--- src/rtl/nrs_pkg.sv ---
// ============================================================================
// nrs_pkg
// Shared types and codes for the navigation recovery supervisor.
// ============================================================================
package nrs_pkg;

    localparam int CNT_W = 16;

    typedef logic [CNT_W-1:0] cnt_t;

    // modes
    localparam logic [1:0] MODE_PLANNING    = 2'd0;
    localparam logic [1:0] MODE_CONTROLLING = 2'd1;
    localparam logic [1:0] MODE_RECOVERY    = 2'd2;

    // recovery stages
    localparam logic [1:0] STAGE_CONSERVATIVE = 2'd0;
    localparam logic [1:0] STAGE_ROTATE       = 2'd1;
    localparam logic [1:0] STAGE_AGGRESSIVE   = 2'd2;
    localparam logic [1:0] STAGE_ABORT        = 2'd3;

    // run status
    localparam logic [1:0] ST_RUNNING   = 2'd0;
    localparam logic [1:0] ST_SUCCEEDED = 2'd1;
    localparam logic [1:0] ST_ABORTED   = 2'd2;
    localparam logic [1:0] ST_PREEMPTED = 2'd3;

    // velocity actions
    localparam logic [1:0] VEL_NONE    = 2'd0;
    localparam logic [1:0] VEL_COMMAND = 2'd1;
    localparam logic [1:0] VEL_ZERO    = 2'd2;

    // map actions
    localparam logic [2:0] MAP_NONE         = 3'd0;
    localparam logic [2:0] MAP_CLEAR        = 3'd1;
    localparam logic [2:0] MAP_CONSERVATIVE = 3'd2;
    localparam logic [2:0] MAP_ROTATE       = 3'd3;
    localparam logic [2:0] MAP_AGGRESSIVE   = 3'd4;

    // commands
    localparam logic CMD_START = 1'b0;
    localparam logic CMD_TICK  = 1'b1;

    // config register indexes
    localparam int CFG_INDEX_W = 2;
    localparam logic [CFG_INDEX_W-1:0] CFG_PLAN_PATIENCE    = 2'd0;
    localparam logic [CFG_INDEX_W-1:0] CFG_CONTROL_PATIENCE = 2'd1;

    localparam cnt_t PLAN_PATIENCE_RST    = 16'd100;
    localparam cnt_t CONTROL_PATIENCE_RST = 16'd300;

    typedef struct packed {
        logic command;
        logic preempt;
        logic sensors_current;
        logic plan_found;
        logic plan_accepted;
        logic goal_reached;
        logic control_found;
    } item_t;

    typedef struct packed {
        logic [1:0] status;
        logic [1:0] velocity_action;
        logic [2:0] map_action;
        logic [1:0] mode_now;
        logic [1:0] stage_now;
    } result_t;

    typedef struct packed {
        logic [1:0] mode;
        logic [1:0] stage;
        cnt_t       ticks_since_plan;
        cnt_t       ticks_since_control;
    } sup_state_t;

    typedef struct packed {
        cnt_t plan_patience;
        cnt_t control_patience;
    } patience_t;

endpackage

--- src/rtl/nrs_step.sv ---
// ============================================================================
// nrs_step
// One supervisor pass: next state and result word for one item.
// ============================================================================
module nrs_step (
    input  nrs_pkg::item_t      item,
    input  nrs_pkg::sup_state_t cur,
    input  nrs_pkg::patience_t  patience,
    output nrs_pkg::sup_state_t nxt,
    output nrs_pkg::result_t    result
);

    nrs_pkg::cnt_t plan_inc;
    nrs_pkg::cnt_t ctrl_inc;
    logic [1:0]    status;
    logic [1:0]    vel;
    logic [2:0]    map;

    assign plan_inc = (cur.ticks_since_plan == '1) ? cur.ticks_since_plan
                                                   : cur.ticks_since_plan + 1'b1;
    assign ctrl_inc = (cur.ticks_since_control == '1) ? cur.ticks_since_control
                                                      : cur.ticks_since_control + 1'b1;

    always_comb
    begin
        nxt    = cur;
        status = nrs_pkg::ST_RUNNING;
        vel    = nrs_pkg::VEL_NONE;
        map    = nrs_pkg::MAP_NONE;

        if (item.command == nrs_pkg::CMD_START)
        begin
            nxt.ticks_since_plan    = '0;
            nxt.ticks_since_control = '0;
            map                     = nrs_pkg::MAP_CLEAR;
        end
        else if (item.preempt)
        begin
            nxt.mode  = nrs_pkg::MODE_PLANNING;
            nxt.stage = nrs_pkg::STAGE_CONSERVATIVE;
            status    = nrs_pkg::ST_PREEMPTED;
            vel       = nrs_pkg::VEL_ZERO;
        end
        else
        begin
            nxt.ticks_since_plan    = plan_inc;
            nxt.ticks_since_control = ctrl_inc;
            if (!item.sensors_current)
            begin
                vel = nrs_pkg::VEL_ZERO;
            end
            else
            begin
                case (cur.mode)
                    nrs_pkg::MODE_PLANNING:
                    begin
                        if (item.plan_found)
                        begin
                            vel = nrs_pkg::VEL_ZERO;
                            if (!item.plan_accepted)
                            begin
                                nxt.mode  = nrs_pkg::MODE_PLANNING;
                                nxt.stage = nrs_pkg::STAGE_CONSERVATIVE;
                                status    = nrs_pkg::ST_ABORTED;
                            end
                            else
                            begin
                                nxt.ticks_since_plan = '0;
                                nxt.mode             = nrs_pkg::MODE_CONTROLLING;
                                nxt.stage            = nrs_pkg::STAGE_CONSERVATIVE;
                            end
                        end
                        else if (plan_inc > patience.plan_patience)
                        begin
                            nxt.mode = nrs_pkg::MODE_RECOVERY;
                            vel      = nrs_pkg::VEL_ZERO;
                        end
                    end
                    nrs_pkg::MODE_CONTROLLING:
                    begin
                        if (item.goal_reached)
                        begin
                            nxt.mode  = nrs_pkg::MODE_PLANNING;
                            nxt.stage = nrs_pkg::STAGE_CONSERVATIVE;
                            status    = nrs_pkg::ST_SUCCEEDED;
                            vel       = nrs_pkg::VEL_ZERO;
                        end
                        else if (item.control_found)
                        begin
                            nxt.ticks_since_control = '0;
                            vel                     = nrs_pkg::VEL_COMMAND;
                        end
                        else if (ctrl_inc > patience.control_patience)
                        begin
                            nxt.mode  = nrs_pkg::MODE_PLANNING;
                            nxt.stage = nrs_pkg::STAGE_CONSERVATIVE;
                            status    = nrs_pkg::ST_ABORTED;
                            vel       = nrs_pkg::VEL_ZERO;
                        end
                        else
                        begin
                            // lost the command: back to planning
                            nxt.ticks_since_plan = '0;
                            nxt.mode             = nrs_pkg::MODE_PLANNING;
                            vel                  = nrs_pkg::VEL_ZERO;
                        end
                    end
                    nrs_pkg::MODE_RECOVERY:
                    begin
                        case (cur.stage)
                            nrs_pkg::STAGE_CONSERVATIVE:
                            begin
                                map       = nrs_pkg::MAP_CONSERVATIVE;
                                nxt.stage = nrs_pkg::STAGE_ROTATE;
                                nxt.mode  = nrs_pkg::MODE_PLANNING;
                            end
                            nrs_pkg::STAGE_ROTATE:
                            begin
                                map       = nrs_pkg::MAP_ROTATE;
                                nxt.stage = nrs_pkg::STAGE_AGGRESSIVE;
                                nxt.mode  = nrs_pkg::MODE_PLANNING;
                            end
                            nrs_pkg::STAGE_AGGRESSIVE:
                            begin
                                map       = nrs_pkg::MAP_AGGRESSIVE;
                                nxt.stage = nrs_pkg::STAGE_ABORT;
                                nxt.mode  = nrs_pkg::MODE_PLANNING;
                            end
                            default:
                            begin
                                nxt.mode  = nrs_pkg::MODE_PLANNING;
                                nxt.stage = nrs_pkg::STAGE_CONSERVATIVE;
                                status    = nrs_pkg::ST_ABORTED;
                                vel       = nrs_pkg::VEL_ZERO;
                            end
                        endcase
                    end
                    default:
                    begin
                        nxt.mode  = nrs_pkg::MODE_PLANNING;
                        nxt.stage = nrs_pkg::STAGE_CONSERVATIVE;
                        status    = nrs_pkg::ST_ABORTED;
                        vel       = nrs_pkg::VEL_ZERO;
                    end
                endcase
            end
        end
    end

    assign result.status          = status;
    assign result.velocity_action = vel;
    assign result.map_action      = map;
    assign result.mode_now        = nxt.mode;
    assign result.stage_now       = nxt.stage;

endmodule

--- src/rtl/navigation_recovery_supervisor_top.sv ---
// ============================================================================
// navigation_recovery_supervisor_top
// Tick-driven navigation supervisor: planning / controlling / recovery modes
// with escalating recovery and saturating patience counters.
// ============================================================================
//
//  channel   handshake            payload
//  -------   ------------------   -------------------------------
//  item      item_valid/stall     item_word   (nrs_pkg::item_t)
//  result    result_valid/stall   result_word (nrs_pkg::result_t)
//  cfg       cfg_valid/ready      cfg_index, cfg_data
//
//  One word per cycle sustained while result_stall is low. A word is
//  registered on input, evaluated in one pass of nrs_step and lands in the
//  result register, where it is offered on result_valid. Supervisor state
//  updates as the word moves to the result register. Stall on result backs up
//  into the input register and then onto item_stall. Reset clears state and
//  both valid flags and restores the patience registers to their defaults.
//
module navigation_recovery_supervisor_top (
    input  logic                                clk,
    input  logic                                rst_n,
    input  logic                                item_valid,
    output logic                                item_stall,
    input  nrs_pkg::item_t                      item_word,
    output logic                                result_valid,
    input  logic                                result_stall,
    output nrs_pkg::result_t                    result_word,
    input  logic                                cfg_valid,
    output logic                                cfg_ready,
    input  logic [nrs_pkg::CFG_INDEX_W-1:0]     cfg_index,
    input  nrs_pkg::cnt_t                       cfg_data
);

    logic                in_valid_reg;
    nrs_pkg::item_t      in_word_reg;
    logic                out_valid_reg;
    nrs_pkg::result_t    out_word_reg;
    nrs_pkg::sup_state_t state_reg;
    nrs_pkg::sup_state_t state_next;
    nrs_pkg::patience_t  patience_reg;
    nrs_pkg::result_t    step_result;
    logic                advance;
    logic                take_in;

    assign advance    = in_valid_reg && (!out_valid_reg || !result_stall);
    assign item_stall = in_valid_reg && !advance;
    assign take_in    = item_valid && !item_stall;
    assign cfg_ready  = 1'b1;

    nrs_step u_step (
        .item     (in_word_reg),
        .cur      (state_reg),
        .patience (patience_reg),
        .nxt      (state_next),
        .result   (step_result)
    );

    always_ff @(posedge clk or negedge rst_n)
    begin
        if (!rst_n)
        begin
            in_valid_reg  <= 1'b0;
            out_valid_reg <= 1'b0;
            state_reg     <= '{mode: nrs_pkg::MODE_PLANNING,
                               stage: nrs_pkg::STAGE_CONSERVATIVE,
                               ticks_since_plan: '0,
                               ticks_since_control: '0};
            patience_reg  <= '{plan_patience: nrs_pkg::PLAN_PATIENCE_RST,
                               control_patience: nrs_pkg::CONTROL_PATIENCE_RST};
        end
        else
        begin
            if (take_in)
                in_valid_reg <= 1'b1;
            else if (advance)
                in_valid_reg <= 1'b0;

            if (advance)
            begin
                out_valid_reg <= 1'b1;
                state_reg     <= state_next;
            end
            else if (!result_stall)
            begin
                out_valid_reg <= 1'b0;
            end

            if (cfg_valid && cfg_ready)
            begin
                if (cfg_index == nrs_pkg::CFG_PLAN_PATIENCE)
                    patience_reg.plan_patience <= cfg_data;
                else if (cfg_index == nrs_pkg::CFG_CONTROL_PATIENCE)
                    patience_reg.control_patience <= cfg_data;
            end
        end
    end

    // payload registers, no reset
    always_ff @(posedge clk)
    begin
        if (take_in)
            in_word_reg <= item_word;
        if (advance)
            out_word_reg <= step_result;
    end

    assign result_valid = out_valid_reg;
    assign result_word  = out_word_reg;

endmodule
--- config.mk ---
export PLATFORM = sky130hd
export DESIGN_NAME = navigation_recovery_supervisor_top
export DESIGN_NICKNAME = d
export VERILOG_FILES = /design/src/rtl/nrs_pkg.sv /design/src/rtl/nrs_step.sv /design/src/rtl/navigation_recovery_supervisor_top.sv
export SDC_FILE = /design/constraint.sdc
export NUM_CORES = 1
export LEC_CHECK = 0
export BUFFER_PORTS_ARGS = -buffer_cell sky130_fd_sc_hd__buf_2
export CORE_MARGIN = 4
export CORE_UTILIZATION = 37
export DETAILED_ROUTE_END_ITERATION = 8
export SYNTH_ARGS = -nofsm -noshare
export SYNTH_HDL_FRONTEND = slang
export SYNTH_SLANG_ARGS = --single-unit
--- constraint.sdc ---
create_clock -name clk -period 3.76 [get_ports clk]
set_clock_uncertainty 0.05 [all_clocks]
set_input_delay 0.564 -clock clk [delete_from_list [all_inputs] [get_ports clk]]
set_output_delay 0.564 -clock clk [all_outputs]
set_load 0.01 [all_outputs]
# Yosys cells after proc, flatten, opt, wreduce, memory -nomap -nowiden
# Cells that the tools add are included.
# word_totals
ff_bits,88
latchBits,0
ramBits,0
romBits,0
in_bits,30
out_inout_bits,14
wordCells,103
memories,0
# classes
add_sub_neg,2
n_mul,0
div,0
magnitude_cmp,2
n_eq_ne,9
n_shift,0
n_mux,46
bitwise_logic,4
reduce_logical,18
# op_table
operator,count
two-way mux 16 bit,6
two-way mux 32 bit,3
two-way mux 36 bit,1
two-way mux 2 bit,17
adder 16 x 1 -> 16 bit (second input constant),2
equality test 16 bit (second input constant),2
> comparator 16 bit,2
one-hot mux 16 bit (2 select lines),1
two-way mux 20 bit,1
two-way mux 18 bit,1
one-hot mux 2 bit (3 select lines),3
two-way mux 4 bit,3
one-hot mux 4 bit (3 select lines),1
one-hot mux 3 bit (3 select lines),1
two-way mux 1 bit,7
equality test 2 x 1 -> 1 bit (second input constant),3
zero test 2 bit,3
OR reduction 3 bit,2
equality test 2 bit (second input constant),2
zero test 1 bit,4
NOT 1 bit,4
AND reduction 2 bit,2
OR reduction 4 bit,1
logical AND 1 bit,3
other kinds (6),6

# Logic depth before layout (Yosys ltp)
# Gate-level depths: netlist of run 1.
# logic_depth
ltp_word,10
depth_mapped,15
ltp_nobuf,13

# By module
# From an unflattened synthesis of run 1, not the netlist that was laid out.
# hier_totals
hier_cells,573
area_unflattened_um2,5871.9
# by_module_without_submodules
mod,instances,cells_per_inst,area_per_inst_um2,seq_area_each_um2
navigation_recovery_supervisor_top,1,172,3206.8,2301.0
nrs_step,1,401,2665.1,0.0

# Least setup slack after synthesis of run 1
# OpenSTA, ideal clock, no wires.
# synth_timing
path_type,register to register
from,register state_reg[3] (netlist name)
to,"register out_word_reg, in the netlist result_word[1] (data pin)"
setup_time_ns,0.260
arrival_time_ns,3.027
t_required_ns,3.450
setup_slack_ns,0.423
stages_incl_launch_ff,13
path_buffers,1
period_less_slack_ns,3.337
path_cell_list,dfrtp_1 buf_2 nand4_1 nor4_2 nand2b_1 nor2_1 mux2_2 ha_1 nand4_1 a2111o_1 a311oi_2 nor3_1 nand2b_1
# synth_lines
element,line,source
"start, declared",navigation_recovery_supervisor_top.sv:39,nrs_pkg::sup_state_t state_reg;
"start signal, assigned",navigation_recovery_supervisor_top.sv:65,"state_reg <= '{mode: nrs_pkg::MODE_PLANNING,"
"start signal, assigned",navigation_recovery_supervisor_top.sv:82,state_reg <= state_next;
"end signal, assigned",navigation_recovery_supervisor_top.sv:105,out_word_reg <= step_result;
"end, declared",navigation_recovery_supervisor_top.sv:38,nrs_pkg::result_t out_word_reg;

# Worst setup path in the final report of run 1
# layout_timing
from,register state_reg[23] (netlist name)
to,register state_reg[35] (netlist name)
# layout_between
elab_chain_len,9
elab_cells_between_ends,10
classes_between,add/sub: 1; order compare: 1; eq/ne: 1; mux: 7
# layout_rtl
element,line,source
adder 16 x 1 -> 16 bit or equality test 16 bit (tied branches),"nrs_step.sv:20, nrs_step.sv:19",
two-way mux 16 bit (*),nrs_step.sv:19,assign plan_inc = (cur.ticks_since_plan == '1) ? cur.ticks_since_plan
> comparator 16 bit (*),nrs_step.sv:73,else if (plan_inc > patience.plan_patience)
two-way mux 2 bit (*),nrs_step.sv:73,
two-way mux 2 bit (*),nrs_step.sv:57,if (item.plan_found)
one-hot mux 4 bit (3 select lines) (*),nrs_step.sv:54,case (cur.mode)
two-way mux 36 bit (*),nrs_step.sv:48,if (!item.sensors_current)
two-way mux 4 bit (*),nrs_step.sv:37,else if (item.preempt)
two-way mux 4 bit (*),nrs_step.sv:31,if (item.command == nrs_pkg::CMD_START)
# Mark *: on every way between the ends. The rest lies on a longest branch, timed or not.
# A chain may end at the register's enable or synchronous reset.

==> reports/qor.yml, run 1 <==
cts_tree: "yes"
required_ns: 3.93
fin_nets: 680
regToRegSetupSlack_ns: 0.17
drt_pass1_iterations: 5
grt_usage: 0.164
drtAntennaViolNets: 0
syn_area_per_cell_um2: 9.60
fin_setup_tns_ns: 0
io_pins: 44
drive_above_1_share: 0.213
vdd_drop_max_uv: 206
clock-root-buffer: "clkbuf_16"
vias: 4312
r2r-start: "state_reg[23]"
grt.overflow.total: 0
ys_warn_count: 0
yosysSeqAreaShare: 0.429
via_per_inst: 5.42
dieHeight_um: 128
initial_core_util: 0.382
power_leakage_nw: 2.80
clockBufferDepth: 2
ys.flop_type: "dfrtp_1"
synth_edf_count: 18
wl_per_cell_um: 16.3
core_um2: 14000
wl_um: 13000
clkSinkCount: 88
finalCritPeriodShare: 0.954
arrival_ns: 3.76
cp_max_fo: 5
synth_area_um2: 5370
rows: 43
largest_reg_flops: 36
die-area_um2: 16500
critPathLaunchType: "flip-flop"
grt_pass1_vias: 4178
io_buffer_count: 42
cts_buffers: 9
drt_iter0_drc: 314
endpoint_kind: "flip-flop"
slowest_stage: "dfrtp_1"
synthDistinctLibCells: 74
path_cells: "nand4_2 -> or2_4 -> or3_4 -> nor3_2 -> mux2_1 -> ha_1 -> nand4_1 -> or2_2 -> o311a_1 -> o41ai_1"
fmax_mhz: 279
post-route-min-period_ns: 3.59
worstSkewPairLatency_ns: 0.34
grt_max_degree: 40
antenna_found_initial: 0
cp-startpoint: "state_reg[23]"
synth_fp_nets: 628
hold_violations: 0
gp_congestion: 0.839
slew-limit-headroom: 0.329
drcViolationCount: 0
setup_viol: 0
p_per_area_nw_per_um2: 401
cap_violations: 0
max_stage_delay_ns: 0.46
slew_violations: 0
ys_ff_latch: 88
grt_pass1_wl_um: 21200
antenna_cells: 0
area_delta_synth_final_pct: 16.7
die_width_um: 128
htree_num_levels: 3
path_class: "flip-flop to flip-flop"
dp.cells: 780
async_flop_share: 0.795
netlist_instances: 559
status: "complete, no violations"
worst_pin_slew_ns: 1.01
hp-class: "input pin to asynchronous set/reset pin"
clk_pin_slew_ns: 0.07
dp_hpwl_um: 9950
fin_cells: 796
-- cell usage in the layout, fill, tap and decap left out, types with 4 or more instances in the layout --
cell	netlist	routed
dfrtp_1	63	61
nand2_1	60	60
o21ai_0	47	47
inv_1	44	44
buf_2	7	42
ha_1	39	38
a21oi_1	23	22
nor2_1	21	21
mux2_2	20	20
buf_4	3	20
nand3_1	18	18
edfxtp_1	18	18
xnor2_1	15	15
nand4_1	14	14
nand2b_1	12	12
a31oi_1	12	12
nor3_1	10	9
clkbuf_16	0	9
o31ai_1	7	7
a22o_1	7	7
dfstp_2	7	7
a21o_1	6	6
xor2_1	5	5
and3_1	5	5
o21a_1	4	4
nand3b_1	4	4
or3_1	4	4
o221ai_1	4	4
-- stage by stage --
step	total power (W)	util	hold WS (ns)	cell area, um^2	setup slack (ns)
detailed placement	0.00149	0.418	0.444	5870	0.0743
global route	0.00264	0.446	0.319	6260	-0.00787
floorplan	0.00136	-	0.218	5370	0.423
global placement	0.00147	0.418	0.442	5870	0.167
finish	0.00251	0.446	0.265	6260	0.174
CTS	0.00253	0.443	0.286	6220	0.0342
-- path summary, 6_finish.rpt --
check / end / cells after the start
max reg2reg: state_reg[35] / 10
max in group asynchronous: patience_reg[8] / 2
min: patience_reg[4] / 1
min reg2reg: patience_reg[1] / 1
min in group clk: in_word_reg[0] / 1
max: state_reg[35] / 10
-- synth_stat cells, drive strengths merged, types with 11 or more instances --
cell type,instances,area share
a21oi,23,0.021
a31oi,13,0.018
clkbuf,12,0.0089
dfrtp,63,0.29
edfxtp,18,0.10
ha,39,0.091
inv,45,0.031
mux2,21,0.044
nand2,62,0.044
nand2b,12,0.014
nand3,18,0.017
nand4,15,0.019
nor2,22,0.017
nor3,11,0.011
o21ai,49,0.046
xnor2,15,0.024
-- logic make-up (layout without fill, tap and decap cells) --
family / count (synthesis) / in the layout / share of synthesized area
AOI/OAI and AO/OA: 143 / 143 / 0.177
xor gates and xnor gates: 20 / 20 / 0.0326
DFF: 88 / 88 / 0.429
muxes: 21 / 21 / 0.0441
buffers and inverters: 67 / 124 / 0.0511
adders and majority gates: 39 / 39 / 0.0910
other: 1 / 1 / 0.000699
and+or+nand+nor: 180 / 180 / 0.175
-- routing by layer --
layer / part of all wire / wire length [um] / track usage / vias up
li1: - / - / - / 2138
met2: 0.49 / 6370 / 0.270 / 91
met3: 0.035 / 449 / 0.0315 / 19
met4: 0.016 / 204 / 0.0581 / 0
met1: 0.46 / 5930 / 0.216 / 2064
met5: 0 / 0 / 0 / -
-- what timing repair did --
action	CTS	global route
gates resized for setup	0	10
endpoints found under the hold margin	0	0
setup endpoints to repair	0	22
setup buffers	0	0
hold buffers	0	0
-- power by group --
part	internal (W)	total (W)	switching, W
Clock	0.000651	0.00104	0.000386
Combinational	0.000144	0.000354	0.000210
Sequential	0.00107	0.00112	0.0000480
-- critical path, delay by kind of cell, from the launching register on --
family	cells	cell delay, ns
and+or+nand+nor	6	1.48
AOI/OAI and AO/OA	2	0.78
DFF	1	0.46
muxes	1	0.38
adders and majority gates	1	0.31
-- area by class of cell --
type | count | area (um^2)
clock inverter | 7 | 119
clock buffer | 9 | 225
timing repair buffer | 63 | 380
multi-input combinational | 404 | 2840
fill | 1325 | 7780
tap | 180 | 225
inverter | 45 | 169
sequential | 88 | 2300
No activity file was read; power rests on OpenSTA's default activity.
==> run 2, diff against run 1 <==
REMOVE_ABC_BUFFERS = 1   (was default)
==> reports/qor.yml, run 2 (same netlist as run 1, synthesis figures left out) <==
clockBufferDepth: 2  # unchanged
clk_pin_slew_ns: 0.07  # about the same
mostFrequentLayoutCell: "dfrtp_1"
cts_buffers: 9  # unchanged
cp_max_fo: 5  # unchanged
core_um2: 14000  # unchanged
use_met2: 0.262  # -0.00797
p_per_area_nw_per_um2: 370  # -7.6%
initial_core_util: 0.382  # unchanged
post-route-min-period_ns: 3.67  # +0.0801 ns
largest_reg_flops: 36  # unchanged
arrival_ns: 3.77  # about the same
status: "complete, no violations"
die-area_um2: 16500  # unchanged
clock-root-buffer: "clkbuf_16"
grt_max_degree: 37  # -7.5%
slew-limit-headroom: 0.360  # +0.0311
fillers: 1379  # +4.1%
final_cell_area_um2: 6170  # -1.3%
drive_above_1_share: 0.214  # +0.000930
gr-max-usage-layer: "met2"
wl_um: 13000  # +0.37%
io_buffer_count: 42  # unchanged
hold_violations: 0  # unchanged
drt_pass1_iterations: 4  # -1
vias: 4379  # +1.6%
hp-class: "input pin to asynchronous set/reset pin"
grt_pass1_wl_um: 21700  # +2.2%
required_ns: 3.87  # -0.06 ns
fmax_mhz: 273  # -2.2%
worstSkewPairLatency_ns: 0.34  # about the same
rsz0062_at_grt: "false"
drtAntennaViolNets: 0  # unchanged
finalPower_w: 0.00229  # -8.8%
antenna_found_initial: 0  # unchanged
grt_usage: 0.167  # +0.00284
io_pins: 44  # unchanged
rows: 43  # unchanged
slew_violations: 0  # unchanged
p_int_w: 0.00166  # -11%
final_cell_mix: "dfrtp_1, nand2_1, o21ai_0, inv_1, buf_2"
dp_hpwl_um: 9930  # -0.13%
use_met1: 0.226  # +0.00988
combinationalPowerShare: 0.155  # +0.014
via_per_inst: 5.49  # +1.3%
cts_tree: "yes"
grt_pass1_vias: 4260  # +2.0%
clkSinkCount: 88  # unchanged
cap_violations: 0  # unchanged
endpoint_kind: "flip-flop"
fin_nets: 682  # +0.29%
die_width_um: 128  # unchanged
fin_setup_tns_ns: 0  # unchanged
dieHeight_um: 128  # unchanged
regArea_um2: 2300  # unchanged
timing.hold.ws_ns: 0.286  # +0.0211 ns
pwr-share-clk: 0.356  # -0.057
drt_iter0_drc: 344  # +9.6%
drcViolationCount: 0  # unchanged
htree_num_levels: 3  # unchanged
critPathLaunchType: "flip-flop"
power_leakage_nw: 2.77  # -1.4%
vdd_drop_max_uv: 192  # -6.7%
net-switching-power_w: 0.000629  # -2.3%
setup_viol: 0  # unchanged
p_seq_frac: 0.490  # +0.044
worst_pin_slew_ns: 0.960  # -0.0466 ns
grt.overflow.total: 0  # unchanged
use_met3: 0.0374  # +0.00581
finalCritPeriodShare: 0.975  # +0.0213
area_delta_synth_final_pct: 15.1
switching_share: 0.275  # +0.0184
multi_input_area_um2: 2830  # -0.22%
place_area_um2: 5860  # -0.21%
gp_congestion: 0.883  # +5.2%
path_class: "flip-flop to flip-flop"
wl_per_cell_um: 16.3  # +0.12%
antenna_cells: 0  # unchanged
finish.utilization: 0.440  # -0.00597
run 2: layout make-up:
class                   instances  area share
flip-flops and latches         88       0.373
inverters                      45      0.0274
multi-input cells             404       0.458
well taps                     180      0.0365
clock buffers                  10      0.0371
clock inverters                 6     0.00567
repair buffers                 65      0.0620
run 2: worst max-delay path, cell delays in order, from the launching register on:
cell	delay [ns]
dfrtp_1	0.43
nand4_2	0.18
or2_4	0.29
or3_4	0.42
nor3_2	0.13
mux2_1	0.38
ha_1	0.31
nand4_1	0.19
or2_2	0.36
o311a_1	0.43
o311ai_4	0.32
run 2: metrics by stage:
stage	instances	setup WS [ns]
finish	798	0.0935
global route	798	0.00615
CTS	796	0.00442
global placement	780	-0.0915
floorplan	537	0.110
detailed placement	780	-0.113
run 2: power groups by stage:
stage,combinational [W],clock (W),sequential [W]
3_3_place_gp,0.000340,0,0.00113
5_1_grt,0.000405,0.000885,0.00113
6_report,0.000354,0.000813,0.00112
3_5_place_dp,0.000354,0,0.00114
2_1_floorplan,0.000224,0,0.00113
4_1_cts,0.000355,0.000838,0.00112
run 2: final timing paths:
path,start,end,slack [ns],cells past startpoint
max,state_reg[21],result_word[8],0.09,10
min,rst_n,patience_reg[20],0.29,1
max reg2reg,state_reg[21],result_word[8],0.09,10
min reg2reg,patience_reg[1],patience_reg[1],0.46,1
max in group asynchronous,rst_n,patience_reg[5],2.51,2
min in group clk,item_word[6],in_word_reg[6],0.35,1
run 2: routing by layer:
layer	vias to the layer above	wire length [um]	part of all wire
li1	2132	-	-
met4	0	315	0.024
met3	16	448	0.034
met2	99	6180	0.48
met5	-	0	0
met1	2132	6060	0.47
run 2: what timing repair did:
action / 4_1_cts / 5_1_grt
setup endpoints to repair: 1 / 16
buffers inserted: 0 / 2
hold buffers: 0 / 0
resized for setup: 1 / 7
pin swaps: 0 / 2
==> run 3, diff against run 2 <==
CELL_PAD_IN_SITES_DETAIL_PLACEMENT = 1   (was default)
CELL_PAD_IN_SITES_GLOBAL_PLACEMENT = 2   (was default)
PLACE_DENSITY_LB_ADDON = 0.1   (was default)
==> reports/qor.yml, run 3 (same netlist as run 1, synthesis figures left out) <==
grt_pass1_wl_um: 24500  # +13%
max_stage_delay_ns: 0.44  # about the same
clock-root-buffer: "clkbuf_16"
cp_max_fo: 5  # unchanged
fmax_mhz: 279  # +2.3%
cts_buffers: 9  # unchanged
antenna_cells: 0  # unchanged
required_ns: 3.86  # about the same
clk_pin_slew_ns: 0.07  # about the same
grt_pass1_vias: 4733  # +11%
io_pins: 44  # unchanged
status: "complete, no violations"
setup_slack_ns: 0.175  # +0.0811 ns
rows: 43  # unchanged
cts_tree: "yes"
slew-limit-headroom: 0.263  # -0.0970
gp_congestion: 0.823  # -6.8%
setup_viol: 0  # unchanged
p_per_area_nw_per_um2: 378  # +2.1%
vias: 4442  # +1.4%
critPathLaunchType: "flip-flop"
endpoint_kind: "flip-flop"
worstSkewPairLatency_ns: 0.35  # about the same
io_buffer_count: 42  # unchanged
place_ws_ns: 0.0309  # +0.144 ns
wl_um: 14600  # +12%
finalCritPeriodShare: 0.954  # -0.0216
drcViolationCount: 0  # unchanged
largest_reg_flops: 36  # unchanged
htree_num_levels: 3  # unchanged
dieHeight_um: 128  # unchanged
vdd_drop_max_uv: 252  # +31%
via_per_inst: 5.50  # +0.31%
clockBufferDepth: 2  # unchanged
post-route-min-period_ns: 3.59  # -0.0811 ns
drt_iter0_drc: 177  # -49%
wl_per_cell_um: 18.1  # +11%
fin_nets: 691  # +1.3%
core_um2: 14000  # unchanged
grt_usage: 0.188  # +0.0214
die-area_um2: 16500  # unchanged
place_area_um2: 5910  # +0.77%
grt_max_degree: 27  # -27%
arrival_ns: 3.69  # -0.08 ns
area_delta_synth_final_pct: 18.4
hold_violations: 0  # unchanged
timing.critical_path.buf_inv: 0  # unchanged
initial_core_util: 0.382  # unchanged
hp-class: "input pin to asynchronous set/reset pin"
path_cells: "nand4_2 -> or2_4 -> or3_4 -> nor3_2 -> mux2_1 -> ha_1 -> nand4_1 -> or2_2 -> o311a_1 -> o311ai_1"
path_class: "flip-flop to flip-flop"
clkSinkCount: 88  # unchanged
slowest_stage: "o311a_1"
drt_pass1_iterations: 4  # unchanged
grt.overflow.total: 0  # unchanged
dp_hpwl_um: 11200  # +13%
slew_violations: 0  # unchanged
worst_pin_slew_ns: 1.11  # +0.146 ns
final_cell_mix: "nand2_1, dfrtp_1, o21ai_0, inv_1, buf_2"
die_width_um: 128  # unchanged
final_cell_area_um2: 6350  # +2.9%
antenna_found_initial: 0  # unchanged
drtAntennaViolNets: 0  # unchanged
critPathTopFamily: "simple AND/OR/NAND/NOR gates"
drive_above_1_share: 0.249  # +0.0352
cap_violations: 0  # unchanged
finalPower_w: 0.00240  # +5.0%
power_leakage_nw: 2.84  # +2.6%
run 3: changes by cell type in the layout (fill, tap and decap cells not counted), sizes merged:
cell	before	now
inv	46	45
clkinvlp	1	2
clkbuf	10	9
buf	65	74
bufinv	0	1
run 3: repair_timing:
item                                    in CTS  in global routing
hold buffers                                 0                  0
pin swaps                                    0                 19
gates resized for setup                      2                 23
buffers inserted                             0                  5
endpoints found under the setup margin       2                 24
run 3: final timing paths:
check / cells after the start / startpoint / end / slack, ns
max: 10 / state_reg[21] / result_word[8] / 0.17
min: 1 / rst_n / state_reg[9] / 0.15
max reg2reg: 10 / state_reg[21] / result_word[8] / 0.17
min reg2reg: 1 / patience_reg[15] / patience_reg[15] / 0.46
max in group asynchronous: 2 / rst_n / patience_reg[3] / 2.68
min in group clk: 1 / item_word[4] / in_word_reg[4] / 0.34
run 3: where the power goes:
group	total, W	switching [W]	internal, W
sequential	0.00112	0.0000505	0.00107
clock	0.000911	0.000396	0.000515
combinational	0.000370	0.000220	0.000150
run 3: final cells by class:
cell class,count,area [um^2]
tap,180,225
inverter,45,169
multi-input combinational,404,2900
clock buffer,9,225
clock inverter,7,72.6
sequential,88,2300
timing repair buffer,74,458
fill,1604,7690
run 3: stage by stage:
| step | utilization | cells | hold slack (ns) | setup TNS, ns |
|---|---|---|---|---|
| 2_1_floorplan | - | 537 | 0.218 | 0 |
| 3_3_place_gp | 0.421 | 786 | 0.441 | 0 |
| 3_5_place_dp | 0.421 | 786 | 0.451 | 0 |
| 4_1_cts | 0.443 | 802 | 0.172 | 0 |
| 5_1_grt | 0.452 | 807 | 0.187 | -0.101 |
| 6_report | 0.452 | 807 | 0.155 | 0 |
run 3: per-layer routing:
metal | GRT usage | vias to the layer above | share of wire
met1 | 0.263 | 2221 | 0.49
li1 | - | 2149 | -
met4 | 0.0449 | 0 | 0.011
met2 | 0.302 | 61 | 0.46
met3 | 0.0386 | 11 | 0.032
met5 | 0 | - | 0
